[config.mk]
export PLATFORM = sky130hd
export DESIGN_NAME = char_lcd_write_sequencer
export DESIGN_NICKNAME = d
export VERILOG_FILES = /design/src/design/clcd_pkg.sv /design/src/design/clcd_in_reg.sv /design/src/design/clcd_seq.sv /design/src/design/char_lcd_write_sequencer.sv
export VERILOG_INCLUDE_DIRS = /design/src /design/src/design
export SDC_FILE = /design/constraint.sdc
export NUM_CORES = 1
export LEC_CHECK = 0
export BUFFER_PORTS_ARGS = -buffer_cell sky130_fd_sc_hd__buf_2
export CAP_MARGIN = 20
export CORE_MARGIN = 5
export CORE_UTILIZATION = 64
export CTS_CLUSTER_SIZE = 28
export DETAILED_ROUTE_END_ITERATION = 16
export GPL_TIMING_DRIVEN = 0
export PLACE_DENSITY = 0.9
export SLEW_MARGIN = 5
export SYNTH_ARGS = -nofsm -noshare
export SYNTH_HDL_FRONTEND = slang
export SYNTH_SLANG_ARGS = --single-unit
[constraint.sdc]
create_clock -name clk -period 9.9 [get_ports clk]
set_input_delay 1.98 -clock clk [delete_from_list [all_inputs] [get_ports clk]]
set_output_delay 1.98 -clock clk [all_outputs]
set_load 0.02 [all_outputs]
[src/design/char_lcd_write_sequencer_macros.svh]
// Assertion macros shared by the character LCD write sequencer RTL.
// Each macro expects clk and arst_n to be visible where it is used.
`ifndef CHAR_LCD_WRITE_SEQUENCER_MACROS_SVH
`define CHAR_LCD_WRITE_SEQUENCER_MACROS_SVH
`ifndef SYNTHESIS
`define CLCD_ASSERT(lbl, prop, msg) \
	lbl: assert property (@(posedge clk) disable iff (!arst_n) (prop)) else $error(msg);
`define CLCD_ASSERT_IMP(lbl, ante, cons, msg) \
	lbl: assert property (@(posedge clk) disable iff (!arst_n) (ante) |-> (cons)) else $error(msg);
`else
`define CLCD_ASSERT(lbl, prop, msg)
`define CLCD_ASSERT_IMP(lbl, ante, cons, msg)
`endif
`endif

[src/design/clcd_pkg.sv]
// Shared types, timing constants and the power-up command list of the LCD sequencer.
// No dependencies; used by every module of the block.
`default_nettype none
package clcd_pkg;

	localparam int COUNT_WIDTH = 15;
	localparam int LINE_LENGTH = 40;

	localparam logic [COUNT_WIDTH-1:0] DLY_POWER = COUNT_WIDTH'(20000);
	localparam logic [COUNT_WIDTH-1:0] DLY_SETUP = COUNT_WIDTH'(10);
	localparam logic [COUNT_WIDTH-1:0] DLY_HOLD  = COUNT_WIDTH'(5);
	localparam logic [COUNT_WIDTH-1:0] DLY_LATCH = COUNT_WIDTH'(10);
	localparam logic [COUNT_WIDTH-1:0] DLY_GAP   = COUNT_WIDTH'(20);

	localparam logic [2:0] CMD_TICK   = 3'd0;
	localparam logic [2:0] CMD_INSTR  = 3'd1;
	localparam logic [2:0] CMD_DATA   = 3'd2;
	localparam logic [2:0] CMD_CURSOR = 3'd3;
	localparam logic [2:0] CMD_INIT   = 3'd4;

	localparam logic [7:0] BASE_LINE0 = 8'h80;
	localparam logic [7:0] BASE_LINE1 = 8'hC0;
	localparam logic [5:0] COL_MAX    = 6'(LINE_LENGTH - 1);

	typedef enum logic [1:0] {
		KIND_BYTE,
		KIND_PAIR,
		KIND_NIBBLE
	} kind_t;

	typedef struct packed {
		logic [2:0] command;
		logic [7:0] byte_value;
		logic       row;
		logic [5:0] column;
	} item_t;

	typedef struct packed {
		logic       rs;
		logic       rw;
		logic       en;
		logic [7:0] bus;
		logic       busy;
		logic       rejected;
		logic       done;
	} result_t;

	typedef struct packed {
		logic                   present;
		logic [7:0]             value;
		kind_t                  kind;
		logic [COUNT_WIDTH-1:0] gap_us;
	} init_entry_t;

	// Power-up command list; mode4 picks the nibble-bus list
	function automatic init_entry_t init_entry(logic mode4, logic [3:0] idx);
		init_entry_t e;
		e = '{present: 1'b0, value: 8'h00, kind: KIND_BYTE, gap_us: '0};
		if (mode4) begin
			case (idx)
				4'd0: e = '{1'b1, 8'h30, KIND_NIBBLE, COUNT_WIDTH'(10000)};
				4'd1: e = '{1'b1, 8'h30, KIND_NIBBLE, COUNT_WIDTH'(1000)};
				4'd2: e = '{1'b1, 8'h30, KIND_NIBBLE, COUNT_WIDTH'(1000)};
				4'd3: e = '{1'b1, 8'h20, KIND_NIBBLE, COUNT_WIDTH'(0)};
				4'd4: e = '{1'b1, 8'h2C, KIND_PAIR, COUNT_WIDTH'(5000)};
				4'd5: e = '{1'b1, 8'h0C, KIND_PAIR, COUNT_WIDTH'(5000)};
				4'd6: e = '{1'b1, 8'h01, KIND_PAIR, COUNT_WIDTH'(5000)};
				4'd7: e = '{1'b1, 8'h02, KIND_PAIR, COUNT_WIDTH'(5000)};
				default: e.present = 1'b0;
			endcase
		end else begin
			case (idx)
				4'd0: e = '{1'b1, 8'h3C, KIND_BYTE, COUNT_WIDTH'(5000)};
				4'd1: e = '{1'b1, 8'h0F, KIND_BYTE, COUNT_WIDTH'(5000)};
				4'd2: e = '{1'b1, 8'h01, KIND_BYTE, COUNT_WIDTH'(5000)};
				4'd3: e = '{1'b1, 8'h02, KIND_BYTE, COUNT_WIDTH'(5000)};
				default: e.present = 1'b0;
			endcase
		end
		return e;
	endfunction

endpackage
`default_nettype wire

[src/design/clcd_in_reg.sv]
// Input register of the LCD sequencer: holds one accepted tick word.
// Depends on clcd_pkg for the item type.
`default_nettype none
module clcd_in_reg (
	input  wire               clk,
	input  wire               arst_n,
	input  wire               in_valid,
	output logic              in_ready,
	input  clcd_pkg::item_t   item,
	input  wire               take,
	output logic              valid_s1,
	output clcd_pkg::item_t   item_s1
);
	import clcd_pkg::*;

	assign in_ready = !valid_s1 || take;

	always_ff @(posedge clk or negedge arst_n) begin
		if (!arst_n) begin
			valid_s1 <= 1'b0;
		end else if (in_valid && in_ready) begin
			valid_s1 <= 1'b1;
		end else if (take) begin
			valid_s1 <= 1'b0;
		end
	end

	always_ff @(posedge clk) begin
		if (in_valid && in_ready) begin
			item_s1 <= item;
		end
	end

endmodule
`default_nettype wire

[src/design/clcd_seq.sv]
// Pin sequencer of the LCD block: one tick word per step, state doubles as result register.
// Depends on clcd_pkg and the assertion macros header.
`default_nettype none
`include "char_lcd_write_sequencer_macros.svh"
module clcd_seq (
	input  wire                clk,
	input  wire                arst_n,
	input  wire                valid_s1,
	input  clcd_pkg::item_t    item_s1,
	input  wire                cfg_mode,
	output logic               take,
	output logic               out_valid,
	input  wire                out_ready,
	output clcd_pkg::result_t  res
);
	import clcd_pkg::*;

	typedef enum logic [2:0] {
		PH_IDLE,
		PH_WAIT,
		PH_SETUP,
		PH_HOLD1,
		PH_LATCH1,
		PH_GAP,
		PH_HOLD2,
		PH_LATCH2
	} phase_t;

	phase_t                 ph_q, ph_d;
	logic [COUNT_WIDTH-1:0] cnt_q, cnt_d, cnt_dec, gap_w;
	logic [3:0]             idx_q, idx_d;
	logic [7:0]             held_q, held_d, bus_q, bus_d, cursor_byte;
	logic                   rs_q, rs_d, en_q, en_d;
	logic                   mode_q, mode_d, init_q, init_d;
	kind_t                  kind_q, kind_d, req_kind;
	logic                   rej_q, rej_d, done_q, done_d;
	logic                   out_valid_q;
	logic                   is_req, end_wr, launch, finish;
	init_entry_t            ent_cur, ent_nxt, ent_sel;
	logic [5:0]             col_sat;

	assign take      = valid_s1 && (!out_valid_q || out_ready);
	assign out_valid = out_valid_q;

	assign is_req  = (item_s1.command == CMD_INSTR) || (item_s1.command == CMD_DATA) ||
	                 (item_s1.command == CMD_CURSOR) || (item_s1.command == CMD_INIT);
	assign ent_cur = init_entry(mode_q, idx_q);
	assign ent_nxt = init_entry(mode_q, idx_q + 4'd1);
	assign col_sat = (item_s1.column > COL_MAX) ? COL_MAX : item_s1.column;
	assign cursor_byte = (item_s1.row ? BASE_LINE1 : BASE_LINE0) + {2'b00, col_sat};
	assign req_kind = cfg_mode ? KIND_PAIR : KIND_BYTE;
	assign cnt_dec  = (cnt_q != '0) ? cnt_q - COUNT_WIDTH'(1) : cnt_q;
	assign gap_w    = ent_cur.present ? ent_cur.gap_us : '0;

	always_comb begin
		ph_d    = ph_q;
		cnt_d   = cnt_q;
		idx_d   = idx_q;
		held_d  = held_q;
		bus_d   = bus_q;
		rs_d    = rs_q;
		en_d    = en_q;
		mode_d  = mode_q;
		init_d  = init_q;
		kind_d  = kind_q;
		rej_d   = 1'b0;
		done_d  = 1'b0;
		end_wr  = 1'b0;
		launch  = 1'b0;
		finish  = 1'b0;
		ent_sel = ent_cur;

		if (is_req && ph_q == PH_IDLE) begin
			mode_d = cfg_mode;
			case (item_s1.command)
				CMD_INIT: begin
					init_d = 1'b1;
					idx_d  = '0;
					ph_d   = PH_WAIT;
					cnt_d  = DLY_POWER;
				end
				default: begin
					kind_d = req_kind;
					rs_d   = (item_s1.command == CMD_DATA);
					held_d = (item_s1.command == CMD_CURSOR) ? cursor_byte : item_s1.byte_value;
					ph_d   = PH_SETUP;
					cnt_d  = DLY_SETUP;
				end
			endcase
		end else if (ph_q != PH_IDLE) begin
			rej_d = is_req;
			cnt_d = cnt_dec;
			if (cnt_dec == '0) begin
				unique case (ph_q)
					PH_WAIT: launch = 1'b1;
					PH_SETUP: begin
						en_d  = 1'b1;
						ph_d  = PH_HOLD1;
						cnt_d = DLY_HOLD;
					end
					PH_HOLD1: begin
						bus_d = (kind_q == KIND_BYTE) ? held_q : {held_q[7:4], bus_q[3:0]};
						ph_d  = PH_LATCH1;
						cnt_d = DLY_LATCH;
					end
					PH_LATCH1: begin
						en_d = 1'b0;
						if (kind_q == KIND_PAIR) begin
							ph_d  = PH_GAP;
							cnt_d = DLY_GAP;
						end else begin
							end_wr = 1'b1;
						end
					end
					PH_GAP: begin
						en_d  = 1'b1;
						ph_d  = PH_HOLD2;
						cnt_d = DLY_HOLD;
					end
					PH_HOLD2: begin
						bus_d = {held_q[3:0], bus_q[3:0]};
						ph_d  = PH_LATCH2;
						cnt_d = DLY_LATCH;
					end
					PH_LATCH2: begin
						en_d   = 1'b0;
						end_wr = 1'b1;
					end
					default: ph_d = PH_IDLE;
				endcase
			end
		end

		// end of one write: next init step, init gap, or done
		if (end_wr) begin
			if (init_q) begin
				idx_d = idx_q + 4'd1;
				if (gap_w != '0) begin
					ph_d  = PH_WAIT;
					cnt_d = gap_w;
				end else begin
					launch  = 1'b1;
					ent_sel = ent_nxt;
				end
			end else begin
				finish = 1'b1;
			end
		end

		if (launch) begin
			if (ent_sel.present) begin
				held_d = ent_sel.value;
				kind_d = ent_sel.kind;
				rs_d   = 1'b0;
				ph_d   = PH_SETUP;
				cnt_d  = DLY_SETUP;
			end else begin
				finish = 1'b1;
			end
		end

		if (finish) begin
			ph_d   = PH_IDLE;
			init_d = 1'b0;
			cnt_d  = '0;
			done_d = 1'b1;
		end
	end

	// state and result share the same flops: hold them while the result waits
	always_ff @(posedge clk or negedge arst_n) begin
		if (!arst_n) begin
			ph_q        <= PH_IDLE;
			cnt_q       <= '0;
			idx_q       <= '0;
			held_q      <= '0;
			bus_q       <= '0;
			rs_q        <= 1'b0;
			en_q        <= 1'b0;
			mode_q      <= 1'b1;
			init_q      <= 1'b0;
			kind_q      <= KIND_BYTE;
			rej_q       <= 1'b0;
			done_q      <= 1'b0;
			out_valid_q <= 1'b0;
		end else begin
			if (take) begin
				ph_q        <= ph_d;
				cnt_q       <= cnt_d;
				idx_q       <= idx_d;
				held_q      <= held_d;
				bus_q       <= bus_d;
				rs_q        <= rs_d;
				en_q        <= en_d;
				mode_q      <= mode_d;
				init_q      <= init_d;
				kind_q      <= kind_d;
				rej_q       <= rej_d;
				done_q      <= done_d;
				out_valid_q <= 1'b1;
			end else if (out_ready) begin
				out_valid_q <= 1'b0;
			end
		end
	end

	assign res = '{
		rs:       rs_q,
		rw:       1'b0,
		en:       en_q,
		bus:      bus_q,
		busy:     (ph_q != PH_IDLE),
		rejected: rej_q,
		done:     done_q
	};

	`CLCD_ASSERT_IMP(a_done_idle, done_q, ph_q == PH_IDLE, "done pulse while sequence runs")
	`CLCD_ASSERT_IMP(a_en_busy, en_q, ph_q != PH_IDLE, "enable high while idle")
	`CLCD_ASSERT(a_idle_cnt, !(ph_q == PH_IDLE && cnt_q != '0), "idle with delay pending")
	`CLCD_ASSERT_IMP(a_rej_busy, rej_q && $past(take), $past(ph_q) != PH_IDLE, "reject while idle")

endmodule
`default_nettype wire

[src/design/char_lcd_write_sequencer.sv]
// Character LCD write sequencer top level: interface-mode register, input register, pin sequencer.
// Depends on clcd_pkg, clcd_in_reg and clcd_seq.
//
// Usage: every input word is one microsecond tick. command 0 only advances time;
// 1 writes an instruction, 2 writes a character, 3 sets the cursor from row and
// column, 4 runs the power-up init list. Each accepted word yields exactly one
// output word carrying the pin levels after that tick (rs_pin, rw_pin,
// enable_pin, data_bus) plus busy_res, request_rejected and sequence_done.
// Requests that arrive while a sequence runs are dropped and flagged.
// cfg_write/cfg_data set interface_mode (0 = 8-bit bus, 1 = 4-bit nibbles); it is
// sampled when a request starts, so write it only while the block is idle.
// An accepted word passes the input register, then the state/result register, on its way to the output.
// Throughput: one word per cycle while out_ready is high, set by the single-step next-state logic
// between the input register and the state/result register.
// A stalled output (out_ready low) freezes the sequencer; one more word waits in
// the input register, then in_ready drops. Reset clears all pins and state,
// sets 4-bit mode, and no clearing pass is needed.
`default_nettype none
module char_lcd_write_sequencer (
	input  wire        clk,
	input  wire        arst_n,
	input  wire        in_valid,
	output logic       in_ready,
	input  wire  [2:0] command,
	input  wire  [7:0] byte_value,
	input  wire        row,
	input  wire  [5:0] column,
	output logic       out_valid,
	input  wire        out_ready,
	output logic       rs_pin,
	output logic       rw_pin,
	output logic       enable_pin,
	output logic [7:0] data_bus,
	output logic       busy_res,
	output logic       request_rejected,
	output logic       sequence_done,
	input  wire        cfg_write,
	input  wire        cfg_data
);
	import clcd_pkg::*;

	logic    mode_q;
	logic    take, valid_s1;
	item_t   item_in, item_s1;
	result_t res;

	always_ff @(posedge clk or negedge arst_n) begin
		if (!arst_n) begin
			mode_q <= 1'b1;
		end else if (cfg_write) begin
			mode_q <= cfg_data;
		end
	end

	assign item_in = '{command: command, byte_value: byte_value, row: row, column: column};

	clcd_in_reg u_in_reg (
		.clk      (clk),
		.arst_n   (arst_n),
		.in_valid (in_valid),
		.in_ready (in_ready),
		.item     (item_in),
		.take     (take),
		.valid_s1 (valid_s1),
		.item_s1  (item_s1)
	);

	clcd_seq u_seq (
		.clk       (clk),
		.arst_n    (arst_n),
		.valid_s1  (valid_s1),
		.item_s1   (item_s1),
		.cfg_mode  (mode_q),
		.take      (take),
		.out_valid (out_valid),
		.out_ready (out_ready),
		.res       (res)
	);

	assign rs_pin           = res.rs;
	assign rw_pin           = res.rw;
	assign enable_pin       = res.en;
	assign data_bus         = res.bus;
	assign busy_res         = res.busy;
	assign request_rejected = res.rejected;
	assign sequence_done    = res.done;

endmodule
`default_nettype wire
==> results_dict.tcl, run 1 <==
set metrics [dict create \
    status "complete, no violations" \
    cp_top_family "buffers and inverters" \
    slew_violations 0 \
    dp_cells 596 \
    min_period_ns 4.46 \
    syn_nets 513 \
    multiInputGateArea_sq_mm 0.00231 \
    hold_viol 0 \
    synth_mux_area_frac 0.0422 \
    setup_viol 0 \
    dieArea_sq_mm 0.00840 \
    cts_resized 0 \
    power.leakage_nw 2.02 \
    endpoint_kind "primary output" \
    drc 0 \
    hold_buffers 0 \
    worstSetupPathType "primary input to primary output" \
    layout-area-overhead-vs-synth_pct 12.0 \
    die_y_um 91.7 \
    drv_cap 0 \
    synthArstFlopShare 0.731 \
    yosys.area_share.xor_xnor 0.0103 \
    synth_warnings 0 \
    synth-seq-cells 67 \
    critPathMaxStageDelay_ns 0.20 \
    postCtsSetupBuffers 0 \
    regArea_sq_mm 0.00177 \
    pre_cts_slack_ns 5.45 \
    arrival_ns 2.48 \
    finClkSkew_ns 0.0113 \
    synthSimpleGateAreaFrac 0.240 \
    tns_ns 0 \
    vias 4166 \
    dr.first_iter.drc_count 535 \
    antenna_cells 0 \
    fin_area_sq_mm 0.00478 \
    grt_pass1_vias 3876 \
    tightest_slew_ns 0.915 \
    p_per_area_mw_per_mm2 243 \
    setup_ws_ns 5.44 \
    hpwl_um 8650 \
    timing.slew.headroom 0.386 \
    finalNetCount 563 \
    cts-root-buf "clkbuf_8" \
    core_area_sq_mm 0.00642 \
    track_usage 0.298 \
    antenna_left 0 \
    start_util 0.665 \
    wl_per_cell_um 20.0 \
    routed_wl_um 12300 \
    synthFlopType "dfrtp_1" \
    cts_buffer_depth 2 \
    tritoncts "done" \
    vdd_drop_max_uv 147 \
    synth_top_family_by_area "simple AND/OR/NAND/NOR gates" \
    first_pass_iters 5 \
    post-route-period-util 0.450 \
    viasPerCell 6.80 \
    avgSynthCellArea_sq_um 8.87 \
    drive_gt1_frac 0.153 \
    grt_max_degree 50 \
    clock-sinks 67 \
    synthAdderAreaFrac 0.0258 \
    yosysTopAreaCellShare 0.276 \
    htreeDepth 3 \
    port_buffers 38 \
    worstSetupStartpointType "primary input" \
    cp_common_cell "buf_2" \
    fmax_ghz 0.224 \
    grt-ovfl-total 0 \
    antenna_found_initial 0 \
    syn_area_sq_mm 0.00427 \
    rows 29 \
    grt_pass1_wl_um 19900 \
    crit_buf_inv 2 \
    synth_area_leaders "dfrtp_1 28%, edfxtp_1 13%, nor2_1 4.4%" \
    die_w_um 91.7 \
    path_cells "buf_2 -> nand3b_1 -> buf_2" \
    yosys.area.top_type "dfrtp_1" \
    io_pins 40 \
    worstPathMaxFanout 3 \
    fill_cells 489 \
    yosysSeqAreaShare 0.415 \
    worst_path_max_delay_cell "nand3b_1" \
    required_ns 7.92 \
    synth_edf_count 18 \
    synth_compound_area_frac 0.222 \
    rsz0062_at_grt "false" \
    final_cells 613 \
    cts_inserted_buffers 9 \
    place_congestion 0.981 \
    cts.clk_slew.worst_paths_ns 0.08 \
    clk_latency_ns 0.36 \
    synth_cell_types 71 \
    place_area_sq_mm 0.00455 \
    hold_path_class "flip-flop to flip-flop" \
    syn_inst 481 \
]
[state kept, by name, indices dropped and copies added (netlist names)]
signal,cells
mode_q,1
u_in_reg.item_s1,18
u_in_reg.valid_s1,1
u_seq.bus_q,8
u_seq.cnt_q,15
u_seq.done_q,1
u_seq.en_q,1
u_seq.held_q,8
u_seq.idx_q,4
u_seq.init_q,1
u_seq.kind_q,2
u_seq.mode_q,1
u_seq.out_valid,1
u_seq.ph_q,3
u_seq.rej_q,1
u_seq.rs_q,1
[metal layers]
| metal | part of all wire | vias to the layer above | GRT usage |
|---|---|---|---|
| met5 | 0 | - | 0 |
| met4 | 0.033 | 0 | 0.134 |
| met3 | 0.089 | 43 | 0.0581 |
| met2 | 0.48 | 285 | 0.488 |
| met1 | 0.40 | 1946 | 0.384 |
| li1 | - | 1892 | - |
[final cells by class]
class                      count  share of cell area
multi-input combinational    374               0.483
sequential                    67               0.370
timing repair buffer          39              0.0440
buffer                        27              0.0293
clock buffer                   9              0.0259
tap                           77              0.0202
clock inverter                 7              0.0170
inverter                      13              0.0102
[report_power, final]
group          internal, mW  leakage, nW  total [mW]  switching, mW
clock network         0.120        0.101       0.245          0.125
registers             0.344        0.787       0.409         0.0649
logic                 0.199         1.13       0.505          0.306
[worst min-delay path, delay by kind of cell, from the launching register on]
family           cells  cell delay, ns
AND/OR/NAND/NOR      1            0.05
flip-flops           1            0.34
AO/OA/AOI/OAI        1            0.06
[path summary, 6_finish.rpt]
kind                                      from               to  slack, ns  cells past startpoint
min in group asynchronous               arst_n  u_seq.cnt_q[14]       1.49                      1
max in group asynchronous               arst_n           mode_q       7.83                      2
worst max-delay path                 out_ready         in_ready       5.44                      3
worst max register to register  u_seq.cnt_q[0]  u_seq.held_q[2]       5.87                     13
worst min register to register     u_seq.rej_q      u_seq.rej_q       0.48                      2
worst min-delay path               u_seq.rej_q      u_seq.rej_q       0.48                      2
[logic make-up (layout without fill, tap and decap cells)]
family,Yosys count,in the layout
simple gates,198,198
compound gates,144,144
flops,67,67
buf+inv,40,95
mux,17,17
fa+ha+maj,9,9
xor+xnor,5,5
other cells,1,1
[synthesized netlist by cell type, types with 5 or more instances]
cell,instances
nor4_1,7
o22ai_1,7
o211ai_1,7
a22o_1,14
ha_1,8
dfrtp_1,47
nand2_1,42
o31ai_1,6
mux2i_1,12
and2_1,6
a21o_1,6
edfxtp_1,18
o21ai_0,35
a21oi_1,31
or4_1,5
a211oi_1,6
nand4_1,6
nor3b_1,6
nand2b_1,5
clkbuf_1,19
inv_1,13
nor2_1,50
nor2b_1,8
a31oi_1,6
nand3_1,20
nor3_1,21
[layout by cell type, fill, tap and decap left out, drive strengths merged, types with 7 or more instances in the layout]
cell and instances:
a21oi 32, a22o 14, and2 7, buf 47
clkbuf 28, dfrtp 47, edfxtp 18, ha 8
inv 17, mux2i 12, nand2 42, nand3 21
nor2 50, nor2b 8, nor3 22, nor4 7
o211ai 7, o21ai 36, o22ai 7
[metrics by stage]
stage / util / hold slack [ns] / power, mW
global route: 0.744 / 0.507 / 1.22
finish: 0.744 / 0.478 / 1.16
detailed placement: 0.709 / 0.465 / 0.897
global placement: 0.709 / 0.461 / 0.884
floorplan: - / 0.449 / 0.763
CTS: 0.741 / 0.484 / 1.14
(Power assumes the default switching activity.)
==> inputs of run 2 (changes only) <==
--- a/config.mk
+++ b/config.mk
@@ -9,11 +9,11 @@
 export BUFFER_PORTS_ARGS = -buffer_cell sky130_fd_sc_hd__buf_2
 export CAP_MARGIN = 20
 export CORE_MARGIN = 5
-export CORE_UTILIZATION = 64
+export CORE_UTILIZATION = 54
 export CTS_CLUSTER_SIZE = 28
 export DETAILED_ROUTE_END_ITERATION = 16
 export GPL_TIMING_DRIVEN = 0
-export PLACE_DENSITY = 0.9
+export PLACE_DENSITY = 0.82
 export SLEW_MARGIN = 5
 export SYNTH_ARGS = -nofsm -noshare
 export SYNTH_HDL_FRONTEND = slang
==> constraint.sdc (replaced) <==
create_clock -name clk -period 4 [get_ports clk]
set_input_delay 0.8 -clock clk [delete_from_list [all_inputs] [get_ports clk]]
set_output_delay 0.8 -clock clk [all_outputs]
set_load 0.02 [all_outputs]
==> run 2 against run 1 <==
  * Setup slack got worse by 5.2 ns
  * Non-clock buffer count increased by 3
  * Via count shrank 2.2%
  * Largest power group unchanged
==> results_dict.tcl, run 2 (same netlist as run 1, synthesis figures left out) <==
set metrics [dict create \
    status "complete, no violations" \
    dr.first_iter.drc_count 323 \
    power_frac_comb 0.435 \
    rr_worst_depth 13 \
    cts.clk_slew.worst_paths_ns 0.08 \
    slew_violations 0 \
    antenna_found_initial 0 \
    crit_end "u_seq.held_q[2]" \
    r2r-start "u_seq.cnt_q[0]" \
    cts_inserted_buffers 9 \
    hold_viol 0 \
    routed_wl_um 11900 \
    finClkSkew_ns 0.00638 \
    p_per_area_mw_per_mm2 591 \
    grt_max_degree 30 \
    grt-ovfl-total 0 \
    first_pass_iters 6 \
    pre_cts_slack_ns 0.0994 \
    switching_share 0.425 \
    layout_common_cells "50 x nor2_1, 47 x dfrtp_1, 42 x nand2_1" \
    power.leakage_nw 2.03 \
    tns_ns 0 \
    rsz0062_at_grt "false" \
    worstSetupPathType "flip-flop to flip-flop" \
    dieArea_sq_mm 0.00978 \
    setup_ws_ns 0.201 \
    die_y_um 98.9 \
    arrival_ns 4.05 \
    clk_latency_ns 0.36 \
    cp_top_family "simple AND/OR/NAND/NOR gates" \
    port_buffers 38 \
    antenna_cells 0 \
    hpwl_um 8640 \
    fmax_ghz 0.263 \
    power.switching_mw 1.22 \
    largest_register "u_in_reg.item_s1" \
    viasPerCell 6.36 \
    track_usage 0.250 \
    place_congestion 0.922 \
    crit_buf_inv 4 \
    antenna_left 0 \
    core_area_sq_mm 0.00773 \
    htreeDepth 3 \
    endpoint_kind "flip-flop" \
    p_seq_frac 0.353 \
    start_util 0.552 \
    final_cells 641 \
    p_int_mw 1.65 \
    wl_per_cell_um 18.6 \
    reg2reg_slack_ns 0.20 \
    grt_pass1_wl_um 19700 \
    post-route-period-util 0.950 \
    drv_cap 0 \
    worstPathMaxFanout 10 \
    cts-root-buf "clkbuf_8" \
    layout_top_registers "u_in_reg.item_s1 (18), u_seq.cnt_q (15)" \
    finalNetCount 566 \
    clock-sinks 67 \
    timing.rr.end "u_seq.held_q[2]" \
    layout-area-overhead-vs-synth_pct 13.8 \
    grt_pass1_vias 3991 \
    min_period_ns 3.80 \
    dp_cells 622 \
    drive_gt1_frac 0.167 \
    p_clk_frac 0.212 \
    vdd_drop_max_uv 272 \
    vias 4075 \
    timing.slew.headroom 0.439 \
    rows 32 \
    final_common_cell "nor2_1" \
    critPathMaxStageDelay_ns 0.46 \
    crit_start "u_seq.cnt_q[0]" \
    path_cells "inv_1 -> ha_2 -> or3b_2 -> clkbuf_1 -> or4_1 -> mux2_4 -> and4b_1 -> and3_4 -> buf_8 -> buf_6 -> nand3_2 -> a211oi_2 -> nor3_1" \
    drc 0 \
    cts_buffer_depth 2 \
    hold_path_class "primary input to async pin" \
    cp.depth 13 \
    setup_viol 0 \
    io_pins 40 \
    die_w_um 98.9 \
    required_ns 4.25 \
    hold_buffers 0 \
    tightest_slew_ns 0.834 \
    worst_path_max_delay_cell "dfrtp_1" \
    tritoncts "done" \
    largest_reg_flops 18 \
    worstSetupStartpointType "flip-flop" \
]
## run 2: cell type report
class | count | area (sq um)
buffer | 27 | 140
clock inverter | 7 | 82.6
multi-input combinational | 374 | 2330
inverter | 13 | 48.8
timing repair buffer | 42 | 233
clock buffer | 9 | 124
fill | 661 | 2870
sequential | 67 | 1770
tap | 102 | 128
## run 2: worst min-delay path by stage
stage	from	to	cells past startpoint
final	arst_n	u_seq.cnt_q[11]	1
after floorplan	u_seq.held_q[6]	u_seq.held_q[6]	2
after detailed placement	u_seq.bus_q[2]	u_seq.bus_q[2]	2
after CTS	arst_n	u_seq.cnt_q[11]	1
after global placement	u_seq.rej_q	u_seq.rej_q	2
after global routing	arst_n	u_seq.cnt_q[11]	1
## run 2: worst register-to-register path, delay by kind of cell (launching register included)
kind            cells  cell delay, ns
flops               1            0.46
fa+ha+maj           1            0.25
buf+inv             4            0.63
mux                 1            0.32
compound gates      1            0.33
simple gates        6            1.69
## run 2: per-stage QoR
stage / area [sq um] / util / total power [mW] / hold slack (ns)
after global placement: 4590 / 0.593 / 2.19 / 0.461
after CTS: 4810 / 0.623 / 2.83 / 0.433
final: 4860 / 0.629 / 2.87 / 0.422
after global routing: 4860 / 0.629 / 3.04 / 0.453
after detailed placement: 4610 / 0.596 / 2.22 / 0.474
after floorplan: 4270 / - / 1.89 / 0.449
## run 2: metal layers
| layer | vias up | global-route usage | part of all wire |
|---|---|---|---|
| met2 | 244 | 0.417 | 0.48 |
| met4 | 0 | 0.0998 | 0.033 |
| met1 | 1892 | 0.317 | 0.40 |
| li1 | 1902 | - | - |
| met3 | 37 | 0.0517 | 0.084 |
| met5 | - | 0 | 0 |
## run 2: power groups by stage
stage          clock, mW  combinational [mW]  sequential (mW)
6_report           0.608                1.25             1.01
5_1_grt            0.645                1.36             1.03
4_1_cts            0.612                1.21             1.00
3_5_place_dp           0                1.20             1.02
3_3_place_gp           0                1.18             1.00
2_1_floorplan          0               0.906            0.983
## run 2: repair_timing
item | 4_1_cts | 5_1_grt
endpoints found under the hold margin | 0 | 0
buffers inserted | 0 | 3
gates resized for setup | 0 | 5
setup endpoints to repair | 0 | 6
==> inputs of run 3 (changes only) <==
==> constraint.sdc (replaced) <==
create_clock -name clk -period 3.3 [get_ports clk]
set_input_delay 0.66 -clock clk [delete_from_list [all_inputs] [get_ports clk]]
set_output_delay 0.66 -clock clk [all_outputs]
set_load 0.02 [all_outputs]
==> run 3 against run 2 <==
  * Clock power rose by 19%
  * Count of clock-buffer cells in the layout stayed put
  * Maximum frequency increased by 16%
  * Critical path depth fell by 2
  * Global-route usage rose by 1.1 points
  * Die area did not move
  * Critical path type unchanged
  * Critical endpoint is now u_seq.cnt_q[3]
==> results_dict.tcl, run 3 (same netlist as run 1, synthesis figures left out) <==
set metrics [dict create \
    vias 4272 \
    die_y_um 98.9 \
    final_util 0.667 \
    layout_top_registers "u_in_reg.item_s1 (18), u_seq.cnt_q (15)" \
    finClkSkew_ns 0.0121 \
    antenna_left 0 \
    vdd_drop_max_uv 359 \
    worstSetupPathType "flip-flop to flip-flop" \
    power_frac_comb 0.478 \
    worstPathMaxFanout 5 \
    hpwl_um 8500 \
    first_pass_iters 5 \
    arrival_ns 3.53 \
    start_util 0.552 \
    power.switching_mw 1.56 \
    endpoint_kind "flip-flop" \
    grt_use_met2 0.440 \
    largest_register "u_in_reg.item_s1" \
    dr.first_iter.drc_count 371 \
    grt_busiest_layer "met2" \
    clk_latency_ns 0.36 \
    core_area_sq_mm 0.00773 \
    htreeDepth 3 \
    drc 0 \
    drv_cap 0 \
    die_w_um 98.9 \
    layout-area-overhead-vs-synth_pct 20.8 \
    path_cells "inv_4 -> ha_4 -> or3b_4 -> or4_4 -> mux2_4 -> and4b_1 -> and3_4 -> buf_12 -> nand3_4 -> a311o_1 -> a22o_1" \
    cts-root-buf "clkbuf_8" \
    status "complete, no violations" \
    critPathMaxStageDelay_ns 0.49 \
    viasPerCell 6.47 \
    final_common_cell "nor2_1" \
    dieArea_sq_mm 0.00978 \
    p_seq_frac 0.329 \
    antenna_cells 0 \
    tightest_slew_ns 0.789 \
    setup_ws_ns 0.0208 \
    use_met1 0.327 \
    grt_max_degree 31 \
    antenna_found_initial 0 \
    setup_viol 0 \
    power.leakage_nw 2.17 \
    routed_wl_um 12600 \
    track_usage 0.261 \
    tns_ns 0 \
    grt_pass1_vias 4087 \
    post-route-period-util 0.994 \
    wl_per_cell_um 19.1 \
    cts_buffer_depth 2 \
    finalNetCount 585 \
    grt_pass1_wl_um 20700 \
    p_per_area_mw_per_mm2 724 \
    layout_common_cells "49 x nor2_1, 45 x dfrtp_1, 42 x nand2_1" \
    fill_cells 625 \
    place_congestion 0.913 \
    min_period_ns 3.28 \
    rsz0062_at_grt "true" \
    hold_viol 0 \
    switching_share 0.418 \
    hold_path_class "primary input to async pin" \
    p_int_mw 2.17 \
    cts_inserted_buffers 9 \
    io_pins 40 \
    rows 32 \
    drive_gt1_frac 0.229 \
    tritoncts "done" \
    clock-sinks 67 \
    timing.slew.headroom 0.470 \
    hold_buffers 0 \
    worst_path_max_delay_cell "or4_4" \
    met3_usage 0.0382 \
    grt-ovfl-total 0 \
    fmax_ghz 0.305 \
    p_clk_frac 0.194 \
    required_ns 3.55 \
    largest_reg_flops 18 \
    cts.clk_slew.worst_paths_ns 0.08 \
    port_buffers 38 \
    slew_violations 0 \
    pre_cts_slack_ns -0.500 \
    worstSetupStartpointType "flip-flop" \
    finalPower_mw 3.74 \
]
==> run 3: cell count changes in the layout (fill, tap and decap cells not counted), moves of 2 or more <==
cell | before | now
dfrtp_2 | 0 | 2
nor3_1 | 21 | 18
nor3_2 | 1 | 3
buf_4 | 4 | 24
inv_1 | 13 | 11
clkbuf_1 | 19 | 17
nand3_1 | 19 | 17
dfrtp_1 | 47 | 45
nor4_1 | 7 | 5
==> run 3: timing repair <==
action                                 in CTS  in global routing
gates cloned                                0                  1
gates resized for setup                    15                 12
buffers inserted                           15                  8
pin swaps                                   6                  7
setup endpoints to repair                  43                 40
endpoints found under the hold margin       0                  0
==> run 3: cell type report <==
cell class,count,area (sq um),area share
multi-input combinational,374,2450,0.475
sequential,67,1770,0.344
timing repair buffer,63,408,0.0791
buffer,25,141,0.0274
tap,102,128,0.0247
clock buffer,9,124,0.0240
clock inverter,7,81.3,0.0158
inverter,13,51.3,0.00995
==> run 3: stage by stage <==
step           std cells  hold slack, ns  cell area [sq um]
2_1_floorplan        481           0.364               4300
3_3_place_gp         621           0.461               4610
3_5_place_dp         622           0.465               4630
4_1_cts              652           0.293               5030
5_1_grt              660           0.317               5160
6_report             660           0.283               5160
==> run 3: layer usage <==
layer  vias up  wire, um
li1       1929         -
met1      2025      4740
met2       257      6090
met3        61      1140
met4         0       625
met5         -         0
==> run 3: critical path, delay by kind of cell (launching register included) <==
family,cells,cell delay [ns]
muxes,1,0.32
buffers and inverters,2,0.21
adders and majority gates,1,0.15
AOI/OAI and AO/OA,2,0.59
and+or+nand+nor,5,1.46
DFF,1,0.43
==> run 3: path summary, 6_finish.rpt <==
| kind | startpoint | cells past startpoint | to | slack (ns) |
|---|---|---|---|---|
| worst max-delay path | u_seq.cnt_q[0] | 11 | u_seq.cnt_q[3] | 0.02 |
| worst min-delay path | arst_n | 1 | u_seq.cnt_q[2] | 0.28 |
| worst max register to register | u_seq.cnt_q[0] | 11 | u_seq.cnt_q[3] | 0.02 |
| worst min register to register | u_seq.bus_q[2] | 2 | u_seq.bus_q[2] | 0.48 |
| max in group asynchronous | arst_n | 2 | u_seq.mode_q | 2.40 |
| min in group clk | column[1] | 1 | u_in_reg.item_s1[1] | 0.47 |
==> run 3: power by group through the flow <==
stage,logic (mW),registers [mW],clock network (mW)
5_1_grt,1.94,1.25,0.773
2_1_floorplan,1.13,1.19,0
4_1_cts,1.63,1.21,0.731
3_3_place_gp,1.47,1.22,0
6_report,1.79,1.23,0.723
3_5_place_dp,1.50,1.23,0
